File: src/rtl/b2sbcd_pkg.sv
// Shared types, constants and helper functions for the binary to BCD converter.
package b2sbcd_pkg;

    localparam int DIGIT_COUNT_DEF = 8;
    localparam int DIGIT_COUNT_MAX = 10;
    localparam int VALUE_W         = 32;
    localparam int BCD_W           = 32;
    localparam int MASK_W          = 8;
    localparam int NIBBLE_W        = 4;
    localparam int PROD_W          = 64;
    localparam int RECIP_SHIFT     = 35;
    localparam int QUOT_W          = PROD_W - RECIP_SHIFT;

    // Reciprocal of ten scaled by 2^35; exact floor(v / 10) for any 32-bit v.
    localparam logic [VALUE_W-1:0] RECIP_TEN = 32'hCCCC_CCCD;

    // Commands from the controller to the datapath.
    typedef struct packed {
        logic load;      // capture a new item and saturate it
        logic mul;       // form value times reciprocal of ten
        logic step;      // peel off one digit
        logic publish;   // copy the result into the output register
    } t_cmd;

    // Status from the datapath to the controller.
    typedef struct packed {
        logic value_zero;
        logic pos_done;
    } t_sts;

    // Largest value that fits in the given number of decimal digits.
    function automatic logic [PROD_W-1:0] digit_limit(input int digits);
        logic [PROD_W-1:0] lim;
        lim = 64'd1;
        for (int k = 0; k < digits; k++) begin
            lim = lim * 64'd10;
        end
        return lim - 64'd1;
    endfunction

endpackage

File: src/rtl/b2sbcd_ctrl.sv
// Controller state machine that sequences the digit-by-digit conversion.
module b2sbcd_ctrl
    import b2sbcd_pkg::*;
(
    input  logic i_clk,
    input  logic i_rst_n,
    input  logic i_valid,
    output logic o_stall,
    output logic o_valid,
    input  logic i_stall,
    input  t_sts i_sts,
    output t_cmd o_cmd
);

    localparam logic [1:0] ST_IDLE = 2'd0;
    localparam logic [1:0] ST_MUL  = 2'd1;
    localparam logic [1:0] ST_DIG  = 2'd2;
    localparam logic [1:0] ST_DONE = 2'd3;

    logic [1:0] r_state;
    logic [1:0] n_state;
    logic       r_out_valid;
    logic       n_out_valid;
    logic       out_free;

    assign out_free = !r_out_valid || !i_stall;
    assign o_stall  = (r_state != ST_IDLE);
    assign o_valid  = r_out_valid;

    always_comb begin
        n_state = r_state;
        o_cmd   = '0;
        unique case (r_state)
            ST_IDLE: begin
                if (i_valid) begin
                    o_cmd.load = 1'b1;
                    n_state    = ST_MUL;
                end
            end
            ST_MUL: begin
                if (i_sts.value_zero || i_sts.pos_done) begin
                    n_state = ST_DONE;
                end else begin
                    o_cmd.mul = 1'b1;
                    n_state   = ST_DIG;
                end
            end
            ST_DIG: begin
                o_cmd.step = 1'b1;
                n_state    = ST_MUL;
            end
            ST_DONE: begin
                if (out_free) begin
                    o_cmd.publish = 1'b1;
                    n_state       = ST_IDLE;
                end
            end
            default: n_state = ST_IDLE;
        endcase
    end

    always_comb begin
        n_out_valid = r_out_valid;
        if (o_cmd.publish) begin
            n_out_valid = 1'b1;
        end else if (r_out_valid && !i_stall) begin
            n_out_valid = 1'b0;
        end
    end

    always_ff @(posedge i_clk) begin
        if (!i_rst_n) begin
            r_state     <= ST_IDLE;
            r_out_valid <= 1'b0;
        end else begin
            r_state     <= n_state;
            r_out_valid <= n_out_valid;
        end
    end

endmodule

File: src/rtl/b2sbcd_dp.sv
// Datapath: saturation, reciprocal divide by ten, digit packing and output register.
module b2sbcd_dp
    import b2sbcd_pkg::*;
#(
    parameter int DIGIT_COUNT = DIGIT_COUNT_DEF
) (
    input  logic               i_clk,
    input  logic [VALUE_W-1:0] i_value,
    input  t_cmd               i_cmd,
    output t_sts               o_sts,
    output logic [BCD_W-1:0]   o_bcd_digits,
    output logic [MASK_W-1:0]  o_digit_off_mask,
    output logic               o_overflow
);

    localparam int                POS_W = $clog2(DIGIT_COUNT + 1);
    localparam logic [PROD_W-1:0] LIMIT = digit_limit(DIGIT_COUNT);

    logic [VALUE_W-1:0] r_value;
    logic [VALUE_W-1:0] n_value;
    logic [PROD_W-1:0]  r_prod;
    logic [BCD_W-1:0]   r_packed;
    logic [BCD_W-1:0]   n_packed;
    logic [MASK_W-1:0]  r_lit;
    logic [MASK_W-1:0]  n_lit;
    logic [POS_W-1:0]   r_pos;
    logic [POS_W-1:0]   n_pos;
    logic               r_ovf;
    logic               n_ovf;
    logic [BCD_W-1:0]   r_bcd;
    logic [MASK_W-1:0]  r_mask;
    logic               r_ovf_out;

    logic               sat;
    logic [QUOT_W-1:0]  quot;
    logic [3:0]         quot10_lo;
    logic [3:0]         digit;
    logic [3:0]         pos_ext;

    assign sat       = {32'd0, i_value} > LIMIT;
    assign quot      = r_prod[PROD_W-1:RECIP_SHIFT];
    // Only the low nibble of value minus ten times quotient is needed.
    assign quot10_lo = {quot[0], 3'b000} + {quot[2:0], 1'b0};
    assign digit     = r_value[3:0] - quot10_lo;
    assign pos_ext   = 4'(r_pos);

    assign o_sts.value_zero = (r_value == '0);
    assign o_sts.pos_done   = (r_pos == POS_W'(DIGIT_COUNT));

    always_comb begin
        n_value  = r_value;
        n_packed = r_packed;
        n_lit    = r_lit;
        n_pos    = r_pos;
        n_ovf    = r_ovf;
        if (i_cmd.load) begin
            n_value  = sat ? LIMIT[VALUE_W-1:0] : i_value;
            n_ovf    = sat;
            n_packed = '0;
            n_lit    = '0;
            n_pos    = '0;
        end else if (i_cmd.step) begin
            n_value = VALUE_W'(quot);
            n_pos   = r_pos + POS_W'(1);
            for (int i = 0; i < MASK_W; i++) begin
                if (pos_ext == 4'(i)) begin
                    n_packed[i*NIBBLE_W +: NIBBLE_W] = digit;
                    n_lit[i]                         = 1'b1;
                end
            end
        end
    end

    always_ff @(posedge i_clk) begin
        r_value  <= n_value;
        r_packed <= n_packed;
        r_lit    <= n_lit;
        r_pos    <= n_pos;
        r_ovf    <= n_ovf;
        if (i_cmd.mul) begin
            r_prod <= r_value * RECIP_TEN;
        end
        if (i_cmd.publish) begin
            r_bcd     <= r_packed;
            r_mask    <= ~r_lit;
            r_ovf_out <= r_ovf;
        end
    end

    assign o_bcd_digits     = r_bcd;
    assign o_digit_off_mask = r_mask;
    assign o_overflow       = r_ovf_out;

endmodule

File: src/rtl/binary_to_seven_segment_bcd.sv
// Top level of the binary to packed BCD converter for a seven-segment display.
//
// Usage: an item on the input channel carries one unsigned 32-bit value. It is
// accepted at a rising edge where i_valid is high and o_stall is low. The block
// holds one item at a time and raises o_stall from acceptance until the result
// has been moved into the output register.
// The result appears on o_bcd_digits, o_digit_off_mask and o_overflow with
// o_valid high, and is taken at an edge where o_valid is high and i_stall low.
// For each significant decimal digit (none for a value of zero, at most
// DIGIT_COUNT), the controller first issues the 32x32 reciprocal multiply by
// 1/10, which is registered, and then derives the quotient and the digit from
// it. Finally it sees the value run out or the digit count reached, and moves
// the result into the output register.
// A new item may be accepted in the cycle after the previous result has been
// placed in the output register.
// If the receiver stalls, the result holds steady and the finished next
// conversion waits inside until the output frees up.
// Synchronous active-low reset clears the controller and drops o_valid; the
// payload registers are not reset.
module binary_to_seven_segment_bcd
    import b2sbcd_pkg::*;
#(
    parameter int DIGIT_COUNT = DIGIT_COUNT_DEF
) (
    input  logic               i_clk,
    input  logic               i_rst_n,
    input  logic               i_valid,
    output logic               o_stall,
    input  logic [VALUE_W-1:0] i_value,
    output logic               o_valid,
    input  logic               i_stall,
    output logic [BCD_W-1:0]   o_bcd_digits,
    output logic [MASK_W-1:0]  o_digit_off_mask,
    output logic               o_overflow
);

    // Commands flow from the controller, status flows back from the datapath.
    t_cmd cmd;
    t_sts sts;

    b2sbcd_ctrl u_ctrl (
        .i_clk   (i_clk),
        .i_rst_n (i_rst_n),
        .i_valid (i_valid),
        .o_stall (o_stall),
        .o_valid (o_valid),
        .i_stall (i_stall),
        .i_sts   (sts),
        .o_cmd   (cmd)
    );

    // The datapath saturates the value, then divides by ten repeatedly,
    // packing one BCD nibble and one lit bit per significant digit.
    b2sbcd_dp #(
        .DIGIT_COUNT (DIGIT_COUNT)
    ) u_dp (
        .i_clk            (i_clk),
        .i_value          (i_value),
        .i_cmd            (cmd),
        .o_sts            (sts),
        .o_bcd_digits     (o_bcd_digits),
        .o_digit_off_mask (o_digit_off_mask),
        .o_overflow       (o_overflow)
    );

endmodule

File: config.mk
export PLATFORM = sky130hd
export DESIGN_NAME = binary_to_seven_segment_bcd
export DESIGN_NICKNAME = d
export VERILOG_FILES = /design/src/rtl/b2sbcd_pkg.sv /design/src/rtl/b2sbcd_ctrl.sv /design/src/rtl/b2sbcd_dp.sv /design/src/rtl/binary_to_seven_segment_bcd.sv
export SDC_FILE = /design/constraint.sdc
export NUM_CORES = 1
export LEC_CHECK = 0
export ABC_AREA = 0
export BUFFER_PORTS_ARGS = -buffer_cell sky130_fd_sc_hd__buf_2
export CAP_MARGIN = 25
export CELL_PAD_IN_SITES_DETAIL_PLACEMENT = 0
export CELL_PAD_IN_SITES_GLOBAL_PLACEMENT = 1
export CORE_MARGIN = 2
export CORE_UTILIZATION = 52
export DETAILED_ROUTE_END_ITERATION = 6
export PLACE_DENSITY = 0.82
export SYNTH_ARGS = -nofsm -noshare
export SYNTH_HDL_FRONTEND = slang
export SYNTH_SLANG_ARGS = --single-unit
File: constraint.sdc
create_clock -name i_clk -period 9.7 [get_ports i_clk]
set_input_delay 0.97 -clock i_clk [delete_from_list [all_inputs] [get_ports i_clk]]
set_output_delay 0.97 -clock i_clk [all_outputs]
set_load 0.005 [all_outputs]
==> results of run 1 <==
[kinds of logic (layout without fill, tap and decap cells)]
family / Yosys count / after routing / synth area share [%]
compound gates: 260 / 260 / 7.85
xor+xnor: 82 / 82 / 3.17
fa+ha+maj: 758 / 758 / 54.7
buf+inv: 607 / 679 / 10.1
flops: 150 / 150 / 17.8
mux: 9 / 9 / 0.403
other cells: 1 / 3 / 0.0165
simple gates: 292 / 292 / 6.03
[routing by layer]
metal  up-vias  wire [um]  track usage (%)
met5         -         13                0
met4         2       3650             14.8
met3       145       3510             5.15
met2       497      31000             50.5
met1      7671      27400             40.4
li1       6959          -                -
[stage by stage]
stage               setup slack, ns  instance area, um2
floorplan                      2.90               22700
global placement               1.66               23700
detailed placement             1.72               23700
CTS                            1.69               24300
global route                   1.15               24300
finish                         1.47               24300
[layout make-up]
type / count / area, um2
Fill cell: 3795 / 18800
Multi-Input combinational cell: 1404 / 16400
Sequential cell: 150 / 4030
Inverter: 565 / 2120
Tap cell: 585 / 732
Timing Repair Buffer: 82 / 440
Clock buffer: 17 / 425
Clock inverter: 15 / 199
[cells in the mapped netlist, types with 4 or more instances]
cell        n  area share, %
o21ai_0    54            1.2
a21oi_1    63            1.4
nand2b_1    6           0.17
a21o_1     46            1.5
nand4_1    25           0.69
o21ai_1     4          0.088
xnor2_1    37            1.4
nor2_1     89            1.5
and3_1      7           0.19
fa_1      387             34
a31oi_1     7           0.19
and2_1     21           0.58
mux2i_1     8           0.35
o211ai_1    4           0.13
edfxtp_1  103             14
nand2_1    95            1.6
nand3_1    17           0.38
ha_1      371             20
inv_1     564            9.3
clkbuf_1   40           0.66
nor3_1     13           0.29
o21bai_1   10           0.33
a211oi_1   28           0.93
dfxtp_1    47            4.2
xor2_1     45            1.7
a211o_1     4           0.15
nor2b_1     5           0.14
[flip-flops by register name, indices dropped and copies added (netlist names)]
name,flops
u_dp.pos_ext,4
u_dp.r_lit,8
u_dp.r_prod,29
u_dp.r_packed,32
u_ctrl.o_valid,1
u_dp.o_overflow,1
u_dp.r_value,32
u_dp.o_digit_off_mask,8
u_dp.r_ovf,1
u_ctrl.r_state,2
u_dp.o_bcd_digits,32
[final timing paths]
path	from	to	slack, ns	depth (start not counted)
worst max-delay path	u_dp.r_value[11]$_DFFE_PP_	u_dp.r_prod[48]$_DFFE_PP_	1.47	23
worst min-delay path	u_dp.r_packed[28]$_SDFFE_PP0P_	u_dp.o_bcd_digits[28]$_DFFE_PP_	0.43	0
worst max register to register	u_dp.r_value[11]$_DFFE_PP_	u_dp.r_prod[48]$_DFFE_PP_	1.47	23
worst min register to register	u_dp.r_packed[28]$_SDFFE_PP0P_	u_dp.o_bcd_digits[28]$_DFFE_PP_	0.43	0
==> impl_metrics.py, run 1 <==
metrics = {
    "critical_path": {
        "crit_path_top_delay_cell": "edfxtp_1",
        "path_buf_inv": 3,
        "critical-path-top-delay-family": "adder cells",
        "worst-path-max-fanout": 8,
        "crit_required_ns": 9.89,
        "crit_arrival_ns": 8.42,
        "max_stage_delay_ns": 0.66,
        "timing.critical_path.mode_cell": "fa_1",
        "path_class": "reg -> reg",
        "cp-start-kind": "flop",
        "crit_chain": "inv_1, ha_1, xor2_1, ha_1, a21o_1, fa_1, inv_1, fa_1, inv_1, fa_1, fa_1, fa_1, fa_1, ha_1, nand4_1, nor3_1, nand4_1, o21ai_0, o41ai_2, a21oi_1, nor2_1, o21bai_1, xor2_1",
        "worstSetupEndpointType": "flop",
    },
    "timing": {
        "hold-worst-slack_ns": 0.433,
        "post-route-period-util_pct": 84.9,
        "max-slew-margin-rel_pct": 34.8,
        "maxSlewViolCount": 0,
        "fmax_mhz": 121,
        "period_minus_slack_ns": 8.23,
        "fin_tns_setup_ns": 0,
        "tightest_slew_ns": 0.977,
        "rsz0062_at_grt": "false",
        "hold_viol_final": 0,
        "setup_viol": 0,
        "fin_skew_ns": 0.0237,
    },
    "cells_and_area": {
        "final_cells": 2818,
        "final_cell_mix": "inv_1 (563), fa_1 (387), ha_1 (371)",
        "diodes": 0,
        "fin_util_pct": 56.5,
        "layout_commonest_cell": "inv_1",
        "final_layout_size_suffix_gt1_share_pct": 6.36,
        "final_nets": 3014,
        "area_growth_pct": 7.31,
    },
    "clock_tree": {
        "cts_tree": "done",
        "cts-buffers-inserted": 17,
        "root_buffer": "clkbuf_16",
        "cts.clk_slew.worst_paths_ns": 0.08,
        "clock_path_buffers": 2,
        "cts_max_level": 4,
        "cts.sinks": 150,
        "clk-insertion-delay-late_ns": 0.46,
        "cts_setup_buffers": 0,
        "cts_resized": 0,
        "holdBufCountCts": 0,
    },
    "floorplanning": {
        "core-area_mm2": 0.0431,
        "start_util_pct": 52.6,
        "rows": 76,
        "die_w_um": 213,
        "die_h_um": 213,
        "die_area_mm2": 0.0453,
        "io_pins": 79,
    },
    "placement": {
        "hpwl_um": 57500,
        "io_buffers": 78,
        "placed_cells": 2785,
        "gp_congestion": 1.02,
    },
    "drt": {
        "wl_um": 65600,
        "final_antenna_net_count": 0,
        "drcViolationCount": 0,
        "vias": 15300,
        "vias_per_cell": 5.42,
        "wire_per_inst_um": 23.3,
        "firstDrtPassIters": 5,
        "drt_iter0_drc": 1028,
    },
    "synth": {
        "ys_seq_area_share_pct": 17.8,
        "ys_types": 72,
        "synth_flop_cell": "edfxtp_1",
        "ys_seq_elements": 150,
        "syn_area_per_cell_um2": 10.5,
        "synthCells": 2159,
        "synthesis.area_mm2": 0.0227,
        "ys_async_sr_fraction_pct": 0,
        "synth_edf_count": 103,
        "yosys_warnings": 0,
    },
    "status": {
        "status": "completed",
    },
    "global_route": {
        "grt_max_degree": 52,
        "globalRouteTotalUtil_pct": 31.0,
        "antenna_found_initial": 1,
        "grt_pass1_vias": 16700,
        "grt_pass1_wl_um": 102000,
        "grt.overflow.total": 0,
    },
    "worst_hold_path": {
        "hold_class": "reg -> reg",
    },
    "run": {
        "max_cap_violations": 0,
    },
}
Power of run 1 is left out: the tool's default activity adds up to more than one toggle a clock period on the data nets, which glitch-free logic cannot reach.
==> run 2: changes to the inputs <==
--- a/config.mk
+++ b/config.mk
@@ -11,9 +11,9 @@
 export CELL_PAD_IN_SITES_DETAIL_PLACEMENT = 0
 export CELL_PAD_IN_SITES_GLOBAL_PLACEMENT = 1
 export CORE_MARGIN = 2
-export CORE_UTILIZATION = 52
+export CORE_UTILIZATION = 47
 export DETAILED_ROUTE_END_ITERATION = 6
-export PLACE_DENSITY = 0.82
+export PLACE_DENSITY = 0.78
 export SYNTH_ARGS = -nofsm -noshare
 export SYNTH_HDL_FRONTEND = slang
 export SYNTH_SLANG_ARGS = --single-unit
==> constraint.sdc (replaced) <==
create_clock -name i_clk -period 6.8 [get_ports i_clk]
set_input_delay 0.68 -clock i_clk [delete_from_list [all_inputs] [get_ports i_clk]]
set_output_delay 0.68 -clock i_clk [all_outputs]
set_load 0.005 [all_outputs]
==> impl_metrics.py, run 2 (synthesis results as in run 1) <==
metrics = {
    "drt": {
        "vias": 16700,
        "firstDrtPassIters": 5,
        "drt_iter0_drc": 1066,
        "wire_per_inst_um": 22.3,
        "wl_um": 71900,
        "drcViolationCount": 0,
        "final_antenna_net_count": 0,
        "vias_per_cell": 5.20,
    },
    "cells_and_area": {
        "diodes": 0,
        "fin_area_mm2": 0.0283,
        "final_nets": 3385,
        "area_growth_pct": 24.9,
        "layout_commonest_cell": "inv_1",
        "final_layout_size_suffix_gt1_share_pct": 25.9,
        "final_cell_mix": "inv_1 (525), fa_1 (369), buf_4 (332)",
    },
    "status": {
        "failed_checks": "negative setup slack",
        "status": "complete, but fails checks",
    },
    "clock_tree": {
        "cts.clk_slew.worst_paths_ns": 0.07,
        "clk-insertion-delay-late_ns": 0.45,
        "clock_path_buffers": 2,
        "holdBufCountCts": 0,
        "cts.sinks": 150,
        "cts-buffers-inserted": 17,
        "root_buffer": "clkbuf_16",
        "cts_max_level": 4,
        "cts_tree": "done",
    },
    "worst_hold_path": {
        "hp-start": "u_dp.r_ovf$_DFFE_PP_",
        "hold_class": "reg -> reg",
    },
    "critical_path": {
        "cp-start-kind": "flop",
        "worstSetupEndpointType": "flop",
        "startpoint": "u_dp.r_value[17]$_DFFE_PP_",
        "reg2reg_from": "u_dp.r_value[17]$_DFFE_PP_",
        "crit_arrival_ns": 7.42,
        "path_buf_inv": 7,
        "timing.critical_path.mode_cell": "fa_2",
        "crit_required_ns": 6.99,
        "max_stage_delay_ns": 0.56,
        "path_class": "reg -> reg",
        "worst-path-max-fanout": 4,
        "crit_path_top_delay_cell": "fa_2",
        "critical-path-top-delay-family": "adder cells",
    },
    "timing": {
        "tightest_slew_ns": 0.975,
        "period_minus_slack_ns": 7.23,
        "maxSlewViolCount": 0,
        "fmax_mhz": 138,
        "rsz0062_at_grt": "true",
        "post-route-period-util_pct": 106,
        "setup_viol": 25,
        "hold_viol_final": 0,
        "fin_tns_setup_ns": -6.56,
        "setup_ws_ns": -0.428,
        "hold-worst-slack_ns": 0.422,
        "fin_skew_ns": 0.0207,
        "max-slew-margin-rel_pct": 34.9,
    },
    "floorplanning": {
        "rows": 80,
        "die_area_mm2": 0.0500,
        "start_util_pct": 47.6,
        "die_w_um": 224,
        "die_h_um": 224,
        "core-area_mm2": 0.0476,
        "io_pins": 79,
    },
    "global_route": {
        "antenna_found_initial": 0,
        "globalRouteTotalUtil_pct": 29.8,
        "grt_pass1_vias": 18000,
        "grt.overflow.total": 0,
        "grt_pass1_wl_um": 109000,
        "grt_max_degree": 70,
    },
    "placement": {
        "gp_congestion": 0.998,
        "hpwl_um": 62700,
        "post-place-ws_ns": -0.828,
        "io_buffers": 78,
        "post_dp_cell_area_mm2": 0.0262,
    },
    "run": {
        "max_cap_violations": 0,
    },
}
[run 2: changes by cell type in the layout (fill, tap and decap cells not counted), moves of 8 or more]
cell and delta:
inv_2 +33, fa_2 +18, buf_4 +329, xor2_1 -8, inv_1 -38, ha_1 -48, ha_2 +10, fa_1 -18
ha_4 +38, buf_6 +39
[run 2: final timing paths]
kind / slack [ns] / end / cells past startpoint
worst max-delay path: -0.43 / u_dp.r_prod[53]$_DFFE_PP_ / 25
worst min-delay path: 0.42 / u_dp.o_overflow$_DFFE_PP_ / 0
worst max register to register: -0.43 / u_dp.r_prod[53]$_DFFE_PP_ / 25
worst min register to register: 0.42 / u_dp.o_overflow$_DFFE_PP_ / 0
[run 2: timing repair]
action,in CTS,in global routing
setup buffers,38,15
setup endpoints to repair,29,29
pin swaps,75,68
gates resized for setup,146,98
[run 2: layout make-up]
| class | instances | area (um2) |
|---|---|---|
| inverters | 565 | 2130 |
| clock buffers | 17 | 425 |
| well taps | 615 | 769 |
| multi-input cells | 1404 | 17400 |
| clock inverters | 15 | 199 |
| repair buffers | 453 | 3400 |
| flip-flops and latches | 150 | 4030 |
| fillers | 4112 | 19300 |
[run 2: worst reg2reg max path, delay by kind of cell (launching register included)]
| kind | cells | cell delay, ns |
|---|---|---|
| flops | 1 | 0.38 |
| buf+inv | 7 | 0.60 |
| simple gates | 3 | 0.73 |
| compound gates | 5 | 0.93 |
| xor+xnor | 1 | 0.13 |
| fa+ha+maj | 9 | 4.20 |
[run 2: through the flow]
step / utilization (%) / cells
after CTS: 58.3 / 3209
final: 59.4 / 3219
after global placement: 54.9 / 3141
after detailed placement: 54.9 / 3141
after floorplan: - / 2161
after global routing: 59.4 / 3219
[run 2: metal layers]
layer | track usage (%) | share of wire [%] | vias up
li1 | - | - | 7701
met1 | 38.4 | 42 | 8493
met2 | 51.0 | 49 | 410
met3 | 2.35 | 3.6 | 138
met4 | 14.4 | 6.0 | 0
met5 | 0 | 0 | -
Power of run 2 is left out for the same reason.
